==> src/rtl/core/iptj_pkg.sv <==
// Package for the I/O page timer and joypad port.
// Holds the word types, operation codes and address map constants.
// No dependencies.
package iptj_pkg;

	typedef enum logic [1:0] {
		OP_READ  = 2'd0,
		OP_WRITE = 2'd1,
		OP_TICK  = 2'd2
	} op_t;

	localparam logic [2:0] REGION_TIMER  = 3'b011;
	localparam logic [2:0] REGION_JOYPAD = 3'b100;
	localparam logic [7:0] RELOAD_MASK   = 8'h7f;

	typedef struct packed {
		logic [1:0]  operation;
		logic [12:0] offset;
		logic [7:0]  write_data;
		logic [7:0]  buttons;
	} item_t;

	typedef struct packed {
		logic [7:0] read_data;
		logic       timer_irq;
	} result_t;

endpackage

==> src/rtl/core/iptj_ifs.sv <==
// Valid/ready channel interfaces for the I/O page timer and joypad port.
// Request, response and configuration channels. No dependencies.
interface iptj_req_if;
	logic        valid;
	logic        ready;
	logic [1:0]  operation;
	logic [12:0] offset;
	logic [7:0]  write_data;
	logic [7:0]  buttons;
	modport source (output valid, operation, offset, write_data, buttons, input ready);
	modport sink   (input valid, operation, offset, write_data, buttons, output ready);
endinterface

interface iptj_rsp_if;
	logic       valid;
	logic       ready;
	logic [7:0] read_data;
	logic       timer_irq;
	modport source (output valid, read_data, timer_irq, input ready);
	modport sink   (input valid, read_data, timer_irq, output ready);
endinterface

interface iptj_cfg_if;
	logic valid;
	logic ready;
	logic data;
	modport source (output valid, data, input ready);
	modport sink   (input valid, data, output ready);
endinterface

==> src/rtl/core/iptj_core.sv <==
// Timer, status, preload and nibble select registers with the bus decode.
// Computes one result word per executed item. Depends on iptj_pkg.
module iptj_core (
	input  logic             clk,
	input  logic             arst_n,
	input  logic             exec,
	input  iptj_pkg::item_t  item,
	input  logic             country,
	output iptj_pkg::result_t result
);

	logic [7:0] preload_q;
	logic [7:0] count_q;
	logic [7:0] status_q;
	logic       nib_sel_q;

	logic [7:0] preload_d;
	logic [7:0] count_d;
	logic [7:0] status_d;
	logic       nib_sel_d;

	logic [2:0] region;
	logic [3:0] nibble;

	assign region = item.offset[12:10];
	assign nibble = nib_sel_q ? item.buttons[7:4] : item.buttons[3:0];

	always_comb begin
		preload_d = preload_q;
		count_d   = count_q;
		status_d  = status_q;
		nib_sel_d = nib_sel_q;
		result    = '0;
		case (iptj_pkg::op_t'(item.operation))
			iptj_pkg::OP_READ: begin
				if (region == iptj_pkg::REGION_TIMER) begin
					result.read_data = item.offset[0] ? status_q : count_q;
				end else if (region == iptj_pkg::REGION_JOYPAD) begin
					result.read_data = ~{1'b0, country, 2'b00, nibble};
				end
			end
			iptj_pkg::OP_WRITE: begin
				if (region == iptj_pkg::REGION_TIMER) begin
					if (item.offset[0]) begin
						if (!status_q[0] && item.write_data[0]) begin
							count_d = preload_q & iptj_pkg::RELOAD_MASK;
						end
						status_d = item.write_data;
					end else begin
						preload_d = item.write_data;
					end
				end else if (region == iptj_pkg::REGION_JOYPAD) begin
					nib_sel_d = item.write_data[0];
				end
			end
			iptj_pkg::OP_TICK: begin
				if (status_q[0]) begin
					if (count_q == 8'd0) begin
						count_d          = preload_q & iptj_pkg::RELOAD_MASK;
						result.timer_irq = 1'b1;
					end else begin
						count_d = count_q - 8'd1;
					end
				end
			end
			default: begin
			end
		endcase
	end

	always_ff @(posedge clk or negedge arst_n) begin
		if (!arst_n) begin
			preload_q <= '0;
			count_q   <= '0;
			status_q  <= '0;
			nib_sel_q <= 1'b0;
		end else if (exec) begin
			preload_q <= preload_d;
			count_q   <= count_d;
			status_q  <= status_d;
			nib_sel_q <= nib_sel_d;
		end
	end

`ifndef SYNTH
	a_count_msb: assert property (@(posedge clk) disable iff (!arst_n)
		count_q[7] == 1'b0)
		else $error("timer count above reload range");

	a_irq_reload: assert property (@(posedge clk) disable iff (!arst_n)
		exec && result.timer_irq |=>
		count_q == ($past(preload_q) & iptj_pkg::RELOAD_MASK))
		else $error("underflow did not reload counter");

	a_irq_enabled: assert property (@(posedge clk) disable iff (!arst_n)
		result.timer_irq |-> status_q[0] && count_q == 8'd0)
		else $error("interrupt from disabled or nonzero timer");

	a_disabled_hold: assert property (@(posedge clk) disable iff (!arst_n)
		exec && !status_q[0] && item.operation != iptj_pkg::OP_WRITE |=> $stable(count_q))
		else $error("disabled timer counter moved");
`endif

endmodule

==> src/rtl/core/io_page_timer_joypad.sv <==
// I/O page timer and joypad port, top level.
// Input register, register/decode core and output register.
// Depends on iptj_pkg, iptj_ifs and iptj_core.
//
// One word is taken per clock while the request side is ready. Its result word
// reaches rsp through the input register, where iptj_core decodes it, and the
// output register: when the word advances, the core updates its registers and
// the output register is written at the same edge. Back-to-back words run at
// one per cycle as long as the response side keeps taking. A held response
// stalls the request side only once both registers are full. Configuration
// (country bit) is always ready and takes effect on the next executed read.
module io_page_timer_joypad (
	input  logic        clk,
	input  logic        arst_n,
	iptj_req_if.sink    req,
	iptj_rsp_if.source  rsp,
	iptj_cfg_if.sink    cfg
);

	iptj_pkg::item_t   item_s1;
	logic              valid_s1;
	iptj_pkg::result_t res_d;
	iptj_pkg::result_t res_s2;
	logic              valid_s2;
	logic              country_q;
	logic              advance;

	assign advance   = valid_s1 && (!valid_s2 || rsp.ready);
	assign req.ready = !valid_s1 || advance;
	assign cfg.ready = 1'b1;

	always_ff @(posedge clk or negedge arst_n) begin
		if (!arst_n) begin
			country_q <= 1'b1;
		end else if (cfg.valid) begin
			country_q <= cfg.data;
		end
	end

	always_ff @(posedge clk or negedge arst_n) begin
		if (!arst_n) begin
			valid_s1 <= 1'b0;
		end else if (req.ready) begin
			valid_s1 <= req.valid;
		end
	end

	always_ff @(posedge clk) begin
		if (req.valid && req.ready) begin
			item_s1 <= '{operation:  req.operation,
			             offset:     req.offset,
			             write_data: req.write_data,
			             buttons:    req.buttons};
		end
	end

	iptj_core u_core (
		.clk     (clk),
		.arst_n  (arst_n),
		.exec    (advance),
		.item    (item_s1),
		.country (country_q),
		.result  (res_d)
	);

	always_ff @(posedge clk or negedge arst_n) begin
		if (!arst_n) begin
			valid_s2 <= 1'b0;
		end else if (advance) begin
			valid_s2 <= 1'b1;
		end else if (rsp.ready) begin
			valid_s2 <= 1'b0;
		end
	end

	always_ff @(posedge clk) begin
		if (advance) begin
			res_s2 <= res_d;
		end
	end

	assign rsp.valid     = valid_s2;
	assign rsp.read_data = res_s2.read_data;
	assign rsp.timer_irq = res_s2.timer_irq;

endmodule
==> src/flat_wrapper.sv <==
// flat-port wrapper written by rule: the top's interface ports become plain ports
module io_page_timer_joypad_flat 
  (clk, arst_n, req_valid, req_operation, req_offset, req_write_data, req_buttons, req_ready, rsp_valid, rsp_read_data, rsp_timer_irq, rsp_ready, cfg_valid, cfg_data, cfg_ready);
  iptj_req_if req_i ();
  iptj_rsp_if rsp_i ();
  iptj_cfg_if cfg_i ();
  input  logic clk;
  input  logic arst_n;
  input wire logic [$bits(req_i.valid)-1:0] req_valid;
  input wire logic [$bits(req_i.operation)-1:0] req_operation;
  input wire logic [$bits(req_i.offset)-1:0] req_offset;
  input wire logic [$bits(req_i.write_data)-1:0] req_write_data;
  input wire logic [$bits(req_i.buttons)-1:0] req_buttons;
  output wire logic [$bits(req_i.ready)-1:0] req_ready;
  output wire logic [$bits(rsp_i.valid)-1:0] rsp_valid;
  output wire logic [$bits(rsp_i.read_data)-1:0] rsp_read_data;
  output wire logic [$bits(rsp_i.timer_irq)-1:0] rsp_timer_irq;
  input wire logic [$bits(rsp_i.ready)-1:0] rsp_ready;
  input wire logic [$bits(cfg_i.valid)-1:0] cfg_valid;
  input wire logic [$bits(cfg_i.data)-1:0] cfg_data;
  output wire logic [$bits(cfg_i.ready)-1:0] cfg_ready;
  assign req_i.valid = req_valid;
  assign req_i.operation = req_operation;
  assign req_i.offset = req_offset;
  assign req_i.write_data = req_write_data;
  assign req_i.buttons = req_buttons;
  assign req_ready = req_i.ready;
  assign rsp_valid = rsp_i.valid;
  assign rsp_read_data = rsp_i.read_data;
  assign rsp_timer_irq = rsp_i.timer_irq;
  assign rsp_i.ready = rsp_ready;
  assign cfg_i.valid = cfg_valid;
  assign cfg_i.data = cfg_data;
  assign cfg_ready = cfg_i.ready;
  io_page_timer_joypad u_core (.clk(clk), .arst_n(arst_n), .req(req_i), .rsp(rsp_i), .cfg(cfg_i));
endmodule
==> config.mk <==
export PLATFORM = sky130hd
export DESIGN_NAME = io_page_timer_joypad_flat
export DESIGN_NICKNAME = d
export VERILOG_FILES = /design/src/rtl/core/iptj_pkg.sv /design/src/rtl/core/iptj_ifs.sv /design/src/rtl/core/iptj_core.sv /design/src/rtl/core/io_page_timer_joypad.sv /design/src/flat_wrapper.sv
export SDC_FILE = /design/constraint.sdc
export NUM_CORES = 1
export LEC_CHECK = 0
export BUFFER_PORTS_ARGS = -buffer_cell sky130_fd_sc_hd__buf_2
export CAP_MARGIN = 10
export CELL_PAD_IN_SITES_DETAIL_PLACEMENT = 1
export CELL_PAD_IN_SITES_GLOBAL_PLACEMENT = 1
export CORE_MARGIN = 10
export CORE_UTILIZATION = 35
export DETAILED_ROUTE_END_ITERATION = 7
export PLACE_DENSITY = 0.73
export REMOVE_ABC_BUFFERS = 1
export SYNTH_ARGS = -nofsm -noshare
export SYNTH_HDL_FRONTEND = slang
export SYNTH_SLANG_ARGS = --single-unit
export TNS_END_PERCENT = 50
==> constraint.sdc <==
create_clock -name clk -period 1.6 [get_ports clk]
set_clock_uncertainty 0.05 [all_clocks]
set_input_delay 0.48 -clock clk [delete_from_list [all_inputs] [get_ports clk]]
set_output_delay 0.48 -clock clk [all_outputs]
set_load 0.02 [all_outputs]
# --- After elaboration in Yosys (flattened, before gate mapping) ---
# Index checks and enable logic that the tools add are counted.
word_totals:
  regBits: 67
  latchBits: 0
  mem_bits_rw: 0
  mem_bits_ro: 0
  in_bits: 37
  out_inout_bits: 12
  word_cells: 55
  mem_count: 0
op_classes:
  add_sub_neg: 1
  n_mul: 0
  div_mod_pow: 0
  magnitude_cmp: 0
  eq_ne: 8
  n_shift: 0
  muxes: 13
  bitwise_logic: 3
  n_reduce_logical: 17
ops:
  columns: ["op", "count"]
  rows:
  - ["$mux 8", 8]
  - ["$pmux 8 s2", 1]
  - ["$reduce_and 4->1", 3]
  - ["$logic_not 8->1", 1]
  - ["$not 7->8", 1]
  - ["$sub 8x1->8 const B", 1]
  - ["$ne 2x2->1 const B", 3]
  - ["$reduce_and 6->1", 1]
  - ["$mux 4", 1]
  - ["$reduce_bool 2->1", 2]
  - ["$eq 3x2->1 const B", 1]
  - ["$eq 3x3->1 const B", 1]
  - ["$logic_and 1x1->1", 3]
  - ["$logic_not 1->1", 3]
  - ["$mux 1", 3]
  - ["$eq 2x1->1 const B", 1]
  - ["$eq 2x2->1 const B", 1]
  - ["$logic_not 2->1", 1]
  - ["$logic_or 1x1->1", 2]
  - ["$ne 2x1->1 const B", 1]
  - ["$not 1->1", 2]
  - ["$reduce_and 2->1", 1]

# --- Longest topological paths before layout ---
# Gate-level depths: netlist of run 1.
depth:
  depth_word: 6
  depth_mapped: 6
  mapped_depth_nobuf: 6

# --- Modules after synthesis ---
# From an unflattened synthesis of run 1, not the netlist that was laid out.
unflattened:
  cells_unflattened: 197
  hier_area_um2: 2849.0
by_module_without_submodules:
  columns: ["mod", "instances", "cells_per_inst", "area_each_um2"]
  rows:
  - ["iptj_core", 1, 145, 1495.2]
  - ["io_page_timer_joypad", 1, 52, 1353.8]

# --- Worst setup path after synthesis of run 1 ---
# Ideal clock, no wire load.
synth_path:
  path_kind: "reg-to-reg"
  from: "reg u_core.valid_s2 (netlist: u_core.rsp.valid)"
  to: "reg u_core.item_s1[0] in the netlist's numbering (enable)"
  setup_ps: 381
  t_arrival_ps: 1462
  required_time_ps: 1169
  setup_slack_ps: -292
  stages_incl_launch_ff: 4
  path_cell_list: "dfrtp_1 -> nor2b_1 -> nand2_1 -> and2_1"
synth_via:
  elab_chain_cells: 5
synth_rtl:
  columns: ["element", "line_no", "source"]
  rows:
  - ["start: declaration", "io_page_timer_joypad.sv:24", "logic valid_s2;"]
  - ["start signal: assignment", "io_page_timer_joypad.sv:68", "valid_s2 <= 1'b0;"]
  - ["start signal: assignment", "io_page_timer_joypad.sv:70", "valid_s2 <= 1'b1;"]
  - ["start signal: assignment", "io_page_timer_joypad.sv:72", "valid_s2 <= 1'b0;"]
  - ["$logic_not 1->1", "io_page_timer_joypad.sv:28", "assign advance = valid_s1 && (!valid_s2 || rsp.ready);"]
  - ["$logic_or 1x1->1", "io_page_timer_joypad.sv:28", null]
  - ["$logic_and 1x1->1", "io_page_timer_joypad.sv:28", null]
  - ["$logic_or 1x1->1", "io_page_timer_joypad.sv:29", "assign req.ready = !valid_s1 || advance;"]
  - ["net req_ready", "flat_wrapper.sv:14", "output wire logic [$bits(req_i.ready)-1:0] req_ready;"]
  - ["$logic_and 1x1->1", "io_page_timer_joypad.sv:49", "if (req.valid && req.ready) begin"]
  - ["end signal: assignment", "io_page_timer_joypad.sv:50", "item_s1 <= '{operation: req.operation,"]
  - ["end: declaration", "io_page_timer_joypad.sv:20", "iptj_pkg::item_t item_s1;"]
# The timed path passes the listed nets, and every way through them passes these cells.
# A chain may end at the register's enable or synchronous reset.

# --- Worst setup path after layout of run 1 ---
layout_path:
  from: "reg u_core.u_core.count_q[0]"
  to: "reg u_core.u_core.count_q[0]"
layout_via:
  elab_chain_cells: 4
  elab_cells_between_ends: 5
  classes_between: "1 x add/sub; 3 x mux; 1 x reduce/logical"
layout_rtl:
  columns: ["element", "line_no", "source"]
  rows:
  - ["start: declaration", "iptj_core.sv:13", "logic [7:0] count_q;"]
  - ["start signal: assignment", "iptj_core.sv:79", "count_q <= count_d;"]
  - ["$sub 8x1->8 or $logic_not 8->1 (tied branches)", "iptj_core.sv:62, iptj_core.sv:58", null]
  - ["$mux 8 *", "iptj_core.sv:58", "if (count_q == 8'd0) begin"]
  - ["$mux 8 *", "iptj_core.sv:57", "if (status_q[0]) begin"]
  - ["$pmux 8 s2 *", "iptj_core.sv:34", "case (iptj_pkg::op_t'(item.operation))"]
# Mark *: on every way between the ends. The rest lies on a longest branch, timed or not. The select of a mux whose other input is x is not followed.

==> metrics.cfg, run 1 <==
[route]
dr.pass1.iters=4
drt-initial-drc-count=78
ant_nets=0
wl_per_cell_um=18.8
drc=0
vias=1836
detail_route.vias_per_cell=5.06
totalWireLength_mm=6.82

[yosys]
synth_most_common_cell=edfxtp_1
synth_cell_types=49
mappedNetlistArea_um2=2510
netlist_instances=176
synth_edf_count=31
synth_top_area_share_pct=37.1
ys_ff_latch=58
synth.yosys.seq_area_share_pct=64.0
synth-async-reset-ratio_pct=46.6
synth_ff_type=edfxtp_1
syn_avg_cell_area_um2=14.3
synthTopCellsByCount=edfxtp_1, dfrtp_1, mux2_1
yosysWarnings=0
yosys-top-cells-area=edfxtp_1, dfrtp_1, mux2_1, mux2i_1, nor4b_4
synth_top_area_cell=edfxtp_1

[cells_and_area]
instances_no_fill=363
area_growth_pct=40.6
postLayoutCoreUtil_pct=51.4
drive_above_1_share_pct=50.9
fin_nets=301
diodes=0

[clocking]
cts_tree=built
cts.htree.levels=3
cts_buffers=9
clk_pin_slew_ns=0.07
cts.sink_count=58
clockBufferDepth=2
cts_root_buffer=clkbuf_8
worstSkewPairLatency_ns=0.34

[job]
cap_violations=0

[setup_path]
end_kind=register
criticalPathCategory=register to register
worstPathCellList=inv_2, ha_2, nor4b_4, a21oi_4, buf_4, o21ai_2, o22ai_1
crit_slowest_cell=dfrtp_1
slowest_delay_ns=0.40
path_delay_family=flip-flops
critical_path_required_ns=1.77
crit_path_max_fanout=8
worst-path-buf-inv=2
arrival_ns=2.03
startpoint_type=register

[power]
ir_drop_uv=608
power_mw=4.41
total_leakage_power_nw=1.54
powerDensity_nw_per_um2=1250

[floorplanning]
ios=49
initial_core_util_pct=36.6
die-area_um2=11000
fp-row-count=30
chipHeight_um=105
die_w_um=105
core_um2=6870

[status]
outcome=finished, violations left
violations=negative setup slack

[global_route]
grt_pass1_vias=1977
track_usage_pct=11.7
grt_max_degree=28
gr-total-overflow=0
antenna_found_initial=0
grt_pass1_wl_mm=10.1

[timing]
finalCriticalPeriod_ns=1.86
slew_viol_final=0
tightest_slew_ns=0.656
final-setup-viol-count=30
fmaxAchievable_mhz=538
period_share_pct=116
setup_slack_ns=-0.258
hold_violations=0
rsz0062_at_grt=true
maxSlewHeadroom_pct=56.3

[placement]
port-buffer-count=38
hpwlAfterDp_mm=4.35
routabilityCongestion=0.905
dp.cells=338
pre_cts_slack_ns=-0.216

[hold_path]
hp-class=input pin to async pin

cell families after synthesis:
| logic type | count (synthesis) | share of synthesized area, % |
|---|---|---|
| mux | 22 | 9.62 |
| fa+ha+maj | 2 | 0.996 |
| compound gates | 35 | 11.3 |
| buf+inv | 12 | 2.04 |
| other cells | 1 | 0.149 |
| flops | 58 | 64.0 |
| simple gates | 46 | 11.9 |
stage by stage:
step | TNS [ns] | hold WS (ns) | cell area (um2)
floorplan | -6.91 | 0.134 | 2480
global placement | -3.21 | 0.398 | 3060
detailed placement | -4.07 | 0.394 | 3060
CTS | -0.670 | 0.112 | 3400
global route | -5.19 | 0.139 | 3530
finish | -3.11 | 0.114 | 3530
metal layers:
| metal | global-route usage, % | wire [um] | vias to the layer above | part of all wire [%] |
|---|---|---|---|---|
| met3 | 5.04 | 417 | 14 | 6.1 |
| met4 | 4.61 | 123 | 0 | 1.8 |
| met2 | 19.2 | 3480 | 54 | 51 |
| met5 | 0 | 0 | - | 0 |
| met1 | 13.1 | 2800 | 921 | 41 |
| li1 | - | - | 847 | - |
repair_timing:
item,4_1_cts,5_1_grt
pin swaps,9,7
hold buffers,0,0
endpoints found under the setup margin,32,27
buffers inserted,5,4
cloned,0,0
gates resized for setup,23,22
registers in the layout, summed over array words and instances, names as in the netlist:
register                 flops
u_core.rsp.valid             1
u_core.u_core.preload_q      7
u_core.rsp.read_data         8
u_core.country_q             1
u_core.u_core.status_q       8
u_core.u_core.count_q        8
u_core.valid_s1              1
u_core.u_core.nib_sel_q      1
u_core.item_s1              22
u_core.rsp.timer_irq         1
layout make-up:
| type | instances | area (um2) |
|---|---|---|
| Fill cell | 706 | 3340 |
| Sequential cell | 58 | 1610 |
| Multi-Input combinational cell | 106 | 998 |
| Timing Repair Buffer | 81 | 562 |
| Clock buffer | 11 | 141 |
| Tap cell | 96 | 120 |
| Clock inverter | 5 | 77.6 |
| Inverter | 6 | 22.5 |
path summary, 6_finish.rpt:
| kind | from | end | slack, ns | cells past startpoint |
|---|---|---|---|---|
| worst max-delay path | u_core.u_core.count_q[0]$_DFFE_PN0P_ | u_core.u_core.count_q[0]$_DFFE_PN0P_ | -0.26 | 7 |
| worst min-delay path | arst_n | u_core.rsp.valid$_DFFE_PN0P_ | 0.11 | 1 |
| worst max register to register | u_core.u_core.count_q[0]$_DFFE_PN0P_ | u_core.u_core.count_q[0]$_DFFE_PN0P_ | -0.26 | 7 |
| worst min register to register | u_core.item_s1[15]$_DFFE_PP_ | u_core.u_core.status_q[7]$_DFFE_PN0P_ | 0.43 | 1 |
| max in group asynchronous | arst_n | u_core.u_core.preload_q[4]$_DFFE_PN0P_ | 0.95 | 1 |
| min in group clk | req_buttons[4] | u_core.item_s1[4]$_DFFE_PP_ | 0.26 | 1 |
worst register-to-register path, stage by stage, from the launching register on:
cell and delay, ns:
dfrtp_1 0.40, inv_2 0.11, ha_2 0.20, nor4b_4 0.38, a21oi_4 0.19, buf_4 0.19
o21ai_2 0.12, o22ai_1 0.09
placed cells by master (no fill, tap or decap), types with 4 or more instances in the layout:
cell type   n
a211oi_2    4
mux2i_1     5
edfxtp_1   31
buf_6       9
nand2_1     7
mux2_1     14
a221oi_2    4
dfrtp_1    26
a222oi_1    4
clkbuf_8   10
buf_2      37
nor2_1     10
buf_4      34
report_power, final:
part           total [mW]  internal [mW]  switching [mW]  leakage (nW)
sequential           1.89           1.75           0.140         0.647
combinational        1.02          0.519           0.503         0.787
clock                1.49          0.914           0.581         0.109
(Power assumes the default switching activity.)
==> run 2, diff against run 1 <==
PLACE_DENSITY = 0.71   (was 0.73)
==> metrics.cfg, run 2 (synthesis results as in run 1) <==
[clocking]
cts.sink_count=58  ; unchanged
clk_pin_slew_ns=0.07  ; about the same
worstSkewPairLatency_ns=0.34  ; about the same
clockBufferDepth=2  ; unchanged
cts_buffers=9  ; unchanged
cts_root_buffer=clkbuf_8
cts_tree=built
cts.htree.levels=3  ; unchanged

[route]
drc=0  ; unchanged
drt-initial-drc-count=121  ; +55%
wl_per_cell_um=18.3  ; -2.8%
totalWireLength_mm=6.61  ; -3.1%
vias=1817  ; -1.0%
ant_nets=0  ; unchanged
detail_route.vias_per_cell=5.02  ; -0.76%
dr.pass1.iters=4  ; unchanged

[timing]
finalCriticalPeriod_ns=1.74  ; -0.117 ns
final-setup-viol-count=25  ; -17%
setup_slack_ns=-0.141  ; +0.117 ns
setup_tns_ns=-1.35  ; +1.76 ns
hold_violations=0  ; unchanged
slew_viol_final=0  ; unchanged
hold_slack_ns=0.00573  ; -0.108 ns
fmaxAchievable_mhz=574  ; +6.7%
rsz0062_at_grt=true
period_share_pct=109  ; -7.3 points

[floorplanning]
die-area_um2=11000  ; unchanged
chipHeight_um=105  ; unchanged
ios=49  ; unchanged
initial_core_util_pct=36.6  ; unchanged
fp-row-count=30  ; unchanged
die_w_um=105  ; unchanged
core_um2=6870  ; unchanged

[cells_and_area]
regMostFlops=u_core.item_s1
final_common_cell=buf_2
most-common-layout-cells=buf_2, edfxtp_1, buf_4
drive_above_1_share_pct=49.2  ; -1.7 points
diodes=0  ; unchanged
largest_reg_flops=22  ; unchanged
fin_area_um2=3490  ; -1.0%
area_growth_pct=39.1
fin_nets=300  ; -0.33%

[power]
powerDensity_nw_per_um2=1180  ; -5.9%
internal_power_mw=2.89  ; -9.2%
total_leakage_power_nw=1.51  ; -2.0%
clock_power_share_pct=28.5  ; -5.4 points
power.share.switching_pct=29.5  ; +1.8 points
power_mw=4.11  ; -6.9%
ir_drop_uv=452  ; -26%
power.switching_mw=1.21  ; -0.90%
p_seq_share_pct=46.9  ; +4.0 points
combinationalPowerShare_pct=24.6  ; +1.4 points

[global_route]
grt_max_degree=19  ; -32%
grt_pass1_wl_mm=10.2  ; +0.61%
antenna_found_initial=0  ; unchanged
grt_pass1_vias=2004  ; +1.4%
gr-total-overflow=0  ; unchanged
track_usage_pct=11.5  ; -0.15 points

[setup_path]
criticalPathCategory=register to register
critical_path_required_ns=1.76  ; about the same
end_kind=register
startpoint_type=register
crit_path_max_fanout=3  ; -5
r2r_cells=6  ; -1
arrival_ns=1.91  ; -0.12 ns

[job]
cap_violations=0  ; unchanged

[hold_path]
hp-class=input pin to async pin

[placement]
dpl_cell_area_um2=3080  ; +0.57%
port-buffer-count=38  ; unchanged
routabilityCongestion=0.869  ; -4.0%
hpwlAfterDp_mm=4.56  ; +4.8%

[status]
outcome=finished, violations left
violations=negative setup slack

==> run 2: cell count changes in the layout (fill, tap and decap cells not counted), moves of 2 or more <==
cell       before  now
mux2_1         14    8
a221oi_1        0    4
nand2_4         3    1
nor3_2          1    3
buf_4          34   30
buf_12          1    4
mux2_4          2    8
a221oi_2        4    0
bufinv_16       2    0
==> run 2: metrics by stage <==
stage	util (%)	setup slack, ns	instances
5_1_grt	50.9	-0.200	362
4_1_cts	48.5	-0.106	356
3_5_place_dp	44.8	-0.247	337
6_report	50.9	-0.141	362
3_3_place_gp	44.8	-0.206	337
2_1_floorplan	-	-0.292	170
==> run 2: power by group through the flow <==
stage,Clock (mW),Sequential [mW],Combinational (mW)
2_1_floorplan,0,1.92,0.363
3_3_place_gp,0,1.92,0.751
3_5_place_dp,0,1.93,0.780
4_1_cts,1.18,1.91,0.868
5_1_grt,1.26,1.95,1.09
6_report,1.17,1.93,1.01
==> run 2: metal layers <==
metal | part of all wire, % | GRT usage, %
met3 | 5.6 | 3.44
met4 | 1.7 | 5.20
met5 | 0 | 0
met2 | 51 | 19.2
met1 | 41 | 13.4
==> run 2: layout make-up <==
cell class,instances,area (um2)
well taps,96,120
repair buffers,80,592
clock buffers,12,145
multi-input cells,106,987
inverters,6,22.5
clock inverters,4,18.8
fillers,729,3380
flip-flops and latches,58,1610
==> run 2: repair_timing <==
action,in CTS,in global routing
setup buffers,3,7
cloned,0,0
hold buffers,0,0
pin swaps,6,7
resized for setup,16,25
endpoints found under the setup margin,27,33
==> run 2: final timing paths <==
path                                                              end  slack, ns                            startpoint
worst min register to register  u_core.u_core.status_q[7]$_DFFE_PN0P_       0.43          u_core.item_s1[15]$_DFFE_PP_
max in group asynchronous       u_core.u_core.status_q[2]$_DFFE_PN0P_       1.09                                arst_n
worst max register to register   u_core.u_core.count_q[6]$_DFFE_PN0P_      -0.14  u_core.u_core.count_q[0]$_DFFE_PN0P_
worst max-delay path             u_core.u_core.count_q[6]$_DFFE_PN0P_      -0.14  u_core.u_core.count_q[0]$_DFFE_PN0P_
worst min-delay path            u_core.u_core.status_q[7]$_DFFE_PN0P_      0.006                                arst_n
min in group clk                         u_core.item_s1[29]$_DFFE_PP_       0.26                      req_operation[0]
==> run 2: critical path, stage by stage (launching register included) <==
cell	delay, ns
dfrtp_1	0.41
inv_2	0.11
ha_4	0.14
or3b_4	0.37
o31a_1	0.25
o31ai_1	0.19
o21ai_1	0.10
==> run 3, diff against run 2 <==
--- a/config.mk
+++ b/config.mk
@@ -14,3 +14,3 @@
 export DETAILED_ROUTE_END_ITERATION = 7
-export PLACE_DENSITY = 0.71
+export PLACE_DENSITY = 0.68
 export REMOVE_ABC_BUFFERS = 1
==> constraint.sdc (replaced) <==
create_clock -name clk -period 2.1 [get_ports clk]
set_clock_uncertainty 0.05 [all_clocks]
set_input_delay 0.63 -clock clk [delete_from_list [all_inputs] [get_ports clk]]
set_output_delay 0.63 -clock clk [all_outputs]
set_load 0.01 [all_outputs]
==> metrics.cfg, run 3 (synthesis results as in run 1) <==
[cells_and_area]
fin_nets=262  ; -13%
regMostFlops=u_core.item_s1
largest_reg_flops=22  ; unchanged
drive_above_1_share_pct=30.7  ; -19 points
seq_area_um2=1610  ; unchanged
fillers=739  ; +1.4%
final_common_cell=buf_2
multi_input_area_um2=852  ; -14%
area_growth_pct=19.5
most-common-layout-cells=buf_2, edfxtp_1, dfrtp_1
postLayoutCoreUtil_pct=43.7  ; -7.2 points
diodes=0  ; unchanged

[clocking]
cts.htree.levels=3  ; unchanged
clk_pin_slew_ns=0.06  ; about the same
ctsHoldBuffers=0  ; unchanged
cts_buffers=9  ; unchanged
clockBufferDepth=2  ; unchanged
cts_post_setup_buffers_inserted=0  ; -3
cts_tree=built
cts_root_buffer=clkbuf_8
cts.sink_count=58  ; unchanged
ctsResizeCount=0  ; -16
worstSkewPairLatency_ns=0.34  ; about the same

[timing]
rsz0062_at_grt=false
finalCriticalPeriod_ns=1.98
fmaxAchievable_mhz=506
maxSlewHeadroom_pct=58.2
tightest_slew_ns=0.621
final-setup-viol-count=0  ; -100%
slew_viol_final=0  ; unchanged
hold_slack_ns=0.255  ; +0.250 ns
setup_tns_ns=0  ; +1.35 ns
hold_violations=0  ; unchanged
period_share_pct=94.2

[power]
combinationalPowerShare_pct=14.3  ; -10 points
power.switching_mw=0.781  ; -36%
powerDensity_nw_per_um2=947  ; -19%
power_mw=2.84  ; -31%
p_seq_share_pct=51.7  ; +4.8 points
total_leakage_power_nw=1.24  ; -18%
power.share.switching_pct=27.5  ; -2.0 points
clock_power_share_pct=34.0  ; +5.5 points
internal_power_mw=2.06  ; -29%
ir_drop_uv=480  ; +6.3%

[route]
vias=1652  ; -9.1%
drc=0  ; unchanged
ant_nets=0  ; unchanged
wl_per_cell_um=18.3  ; about the same
totalWireLength_mm=5.92  ; -10%
dr.pass1.iters=6  ; +2
drt-initial-drc-count=102  ; -16%
detail_route.vias_per_cell=5.10  ; +1.6%

[global_route]
grt_pass1_wl_mm=10.1  ; -1.1%
track_usage_pct=11.8  ; +0.23 points
use_met1_pct=14.4  ; +0.97 points
busiest_layer=met2
grt_pass1_vias=1843  ; -8.0%
antenna_found_initial=0  ; unchanged
gr-usage-met2_pct=18.1  ; -1.2 points
grt_use_met3_pct=4.67  ; +1.2 points
grt_max_degree=28  ; +9
gr-total-overflow=0  ; unchanged

[placement]
routabilityCongestion=0.844  ; -2.9%
hpwlAfterDp_mm=4.42  ; -2.9%
port-buffer-count=38  ; unchanged

[setup_path]
criticalPathCategory=register to output pin
end_kind=output pin
crit_path_max_fanout=3  ; unchanged
r2r_cells=6  ; unchanged
startpoint_type=register
ff2ff_setup_slack_ns=0.17  ; +0.31 ns
timing.rr.end=u_core.u_core.count_q[6]$_DFFE_PN0P_
critical_path_required_ns=1.42  ; -0.34 ns
arrival_ns=1.30  ; -0.61 ns
r2r_start=u_core.u_core.count_q[0]$_DFFE_PN0P_

[job]
cap_violations=0  ; unchanged

[floorplanning]
die_w_um=105  ; unchanged
initial_core_util_pct=36.6  ; unchanged
core_um2=6870  ; unchanged
chipHeight_um=105  ; unchanged
ios=49  ; unchanged
die-area_um2=11000  ; unchanged
fp-row-count=30  ; unchanged

[status]
outcome=completed

[hold_path]
hp-class=input pin to async pin

==> run 3: cell count changes in the layout (fill, tap and decap cells not counted), moves of 2 or more <==
cell and change:
buf_4 -26, buf_6 -9, mux2_1 +8, mux2_4 -8
buf_12 -4, a211oi_1 +3, a211oi_2 -3, inv_1 +2
inv_2 -2, nor4_1 +2
==> run 3: layout make-up <==
class	instances	share of cell area, %
inverter	6	0.750
tap	96	4.00
sequential	58	53.6
multi-input combinational	106	28.4
timing repair buffer	42	7.34
clock buffer	12	4.50
clock inverter	4	1.46
==> run 3: routing by layer <==
metal / routed length, um / part of all wire (%) / vias to the layer above
met1: 2620 / 44 / 833
met5: 0 / 0 / -
met4: 117 / 2.0 / 0
li1: - / - / 765
met3: 327 / 5.5 / 6
met2: 2860 / 48 / 48
==> run 3: how the worst max path moves through the flow <==
| stage | end | from | slack [ns] |
|---|---|---|---|
| after floorplan | u_core.item_s1[0]$_DFFE_PP_ | rsp_ready | 0.24 |
| after global placement | u_core.u_core.status_q[3]$_DFFE_PN0P_ | rsp_ready | 0.12 |
| after detailed placement | u_core.u_core.status_q[6]$_DFFE_PN0P_ | rsp_ready | 0.09 |
| after CTS | req_ready | u_core.rsp.valid$_DFFE_PN0P_ | 0.09 |
| after global routing | req_ready | u_core.rsp.valid$_DFFE_PN0P_ | 0.02 |
| final | req_ready | u_core.rsp.valid$_DFFE_PN0P_ | 0.12 |
==> run 3: metrics by stage <==
step,instance area [um2],setup slack (ns),instances
after floorplan,2480,0.236,170
after global placement,2820,0.123,308
after detailed placement,2820,0.0935,308
after CTS,3000,0.0853,324
after global routing,3000,0.0160,324
final,3000,0.122,324
==> run 3: worst max-delay path, stage by stage, from the launching register on <==
cell and delay, ns:
dfrtp_1 0.37, nor2b_1 0.29, nand2_1 0.14, buf_2 0.16
==> run 3: power by group through the flow <==
stage | Clock, mW | Combinational, mW | Sequential (mW)
after detailed placement | 0 | 0.408 | 1.49
after CTS | 0.998 | 0.410 | 1.47
after floorplan | 0 | 0.275 | 1.45
final | 0.968 | 0.406 | 1.47
after global routing | 1.07 | 0.461 | 1.49
after global placement | 0 | 0.395 | 1.48
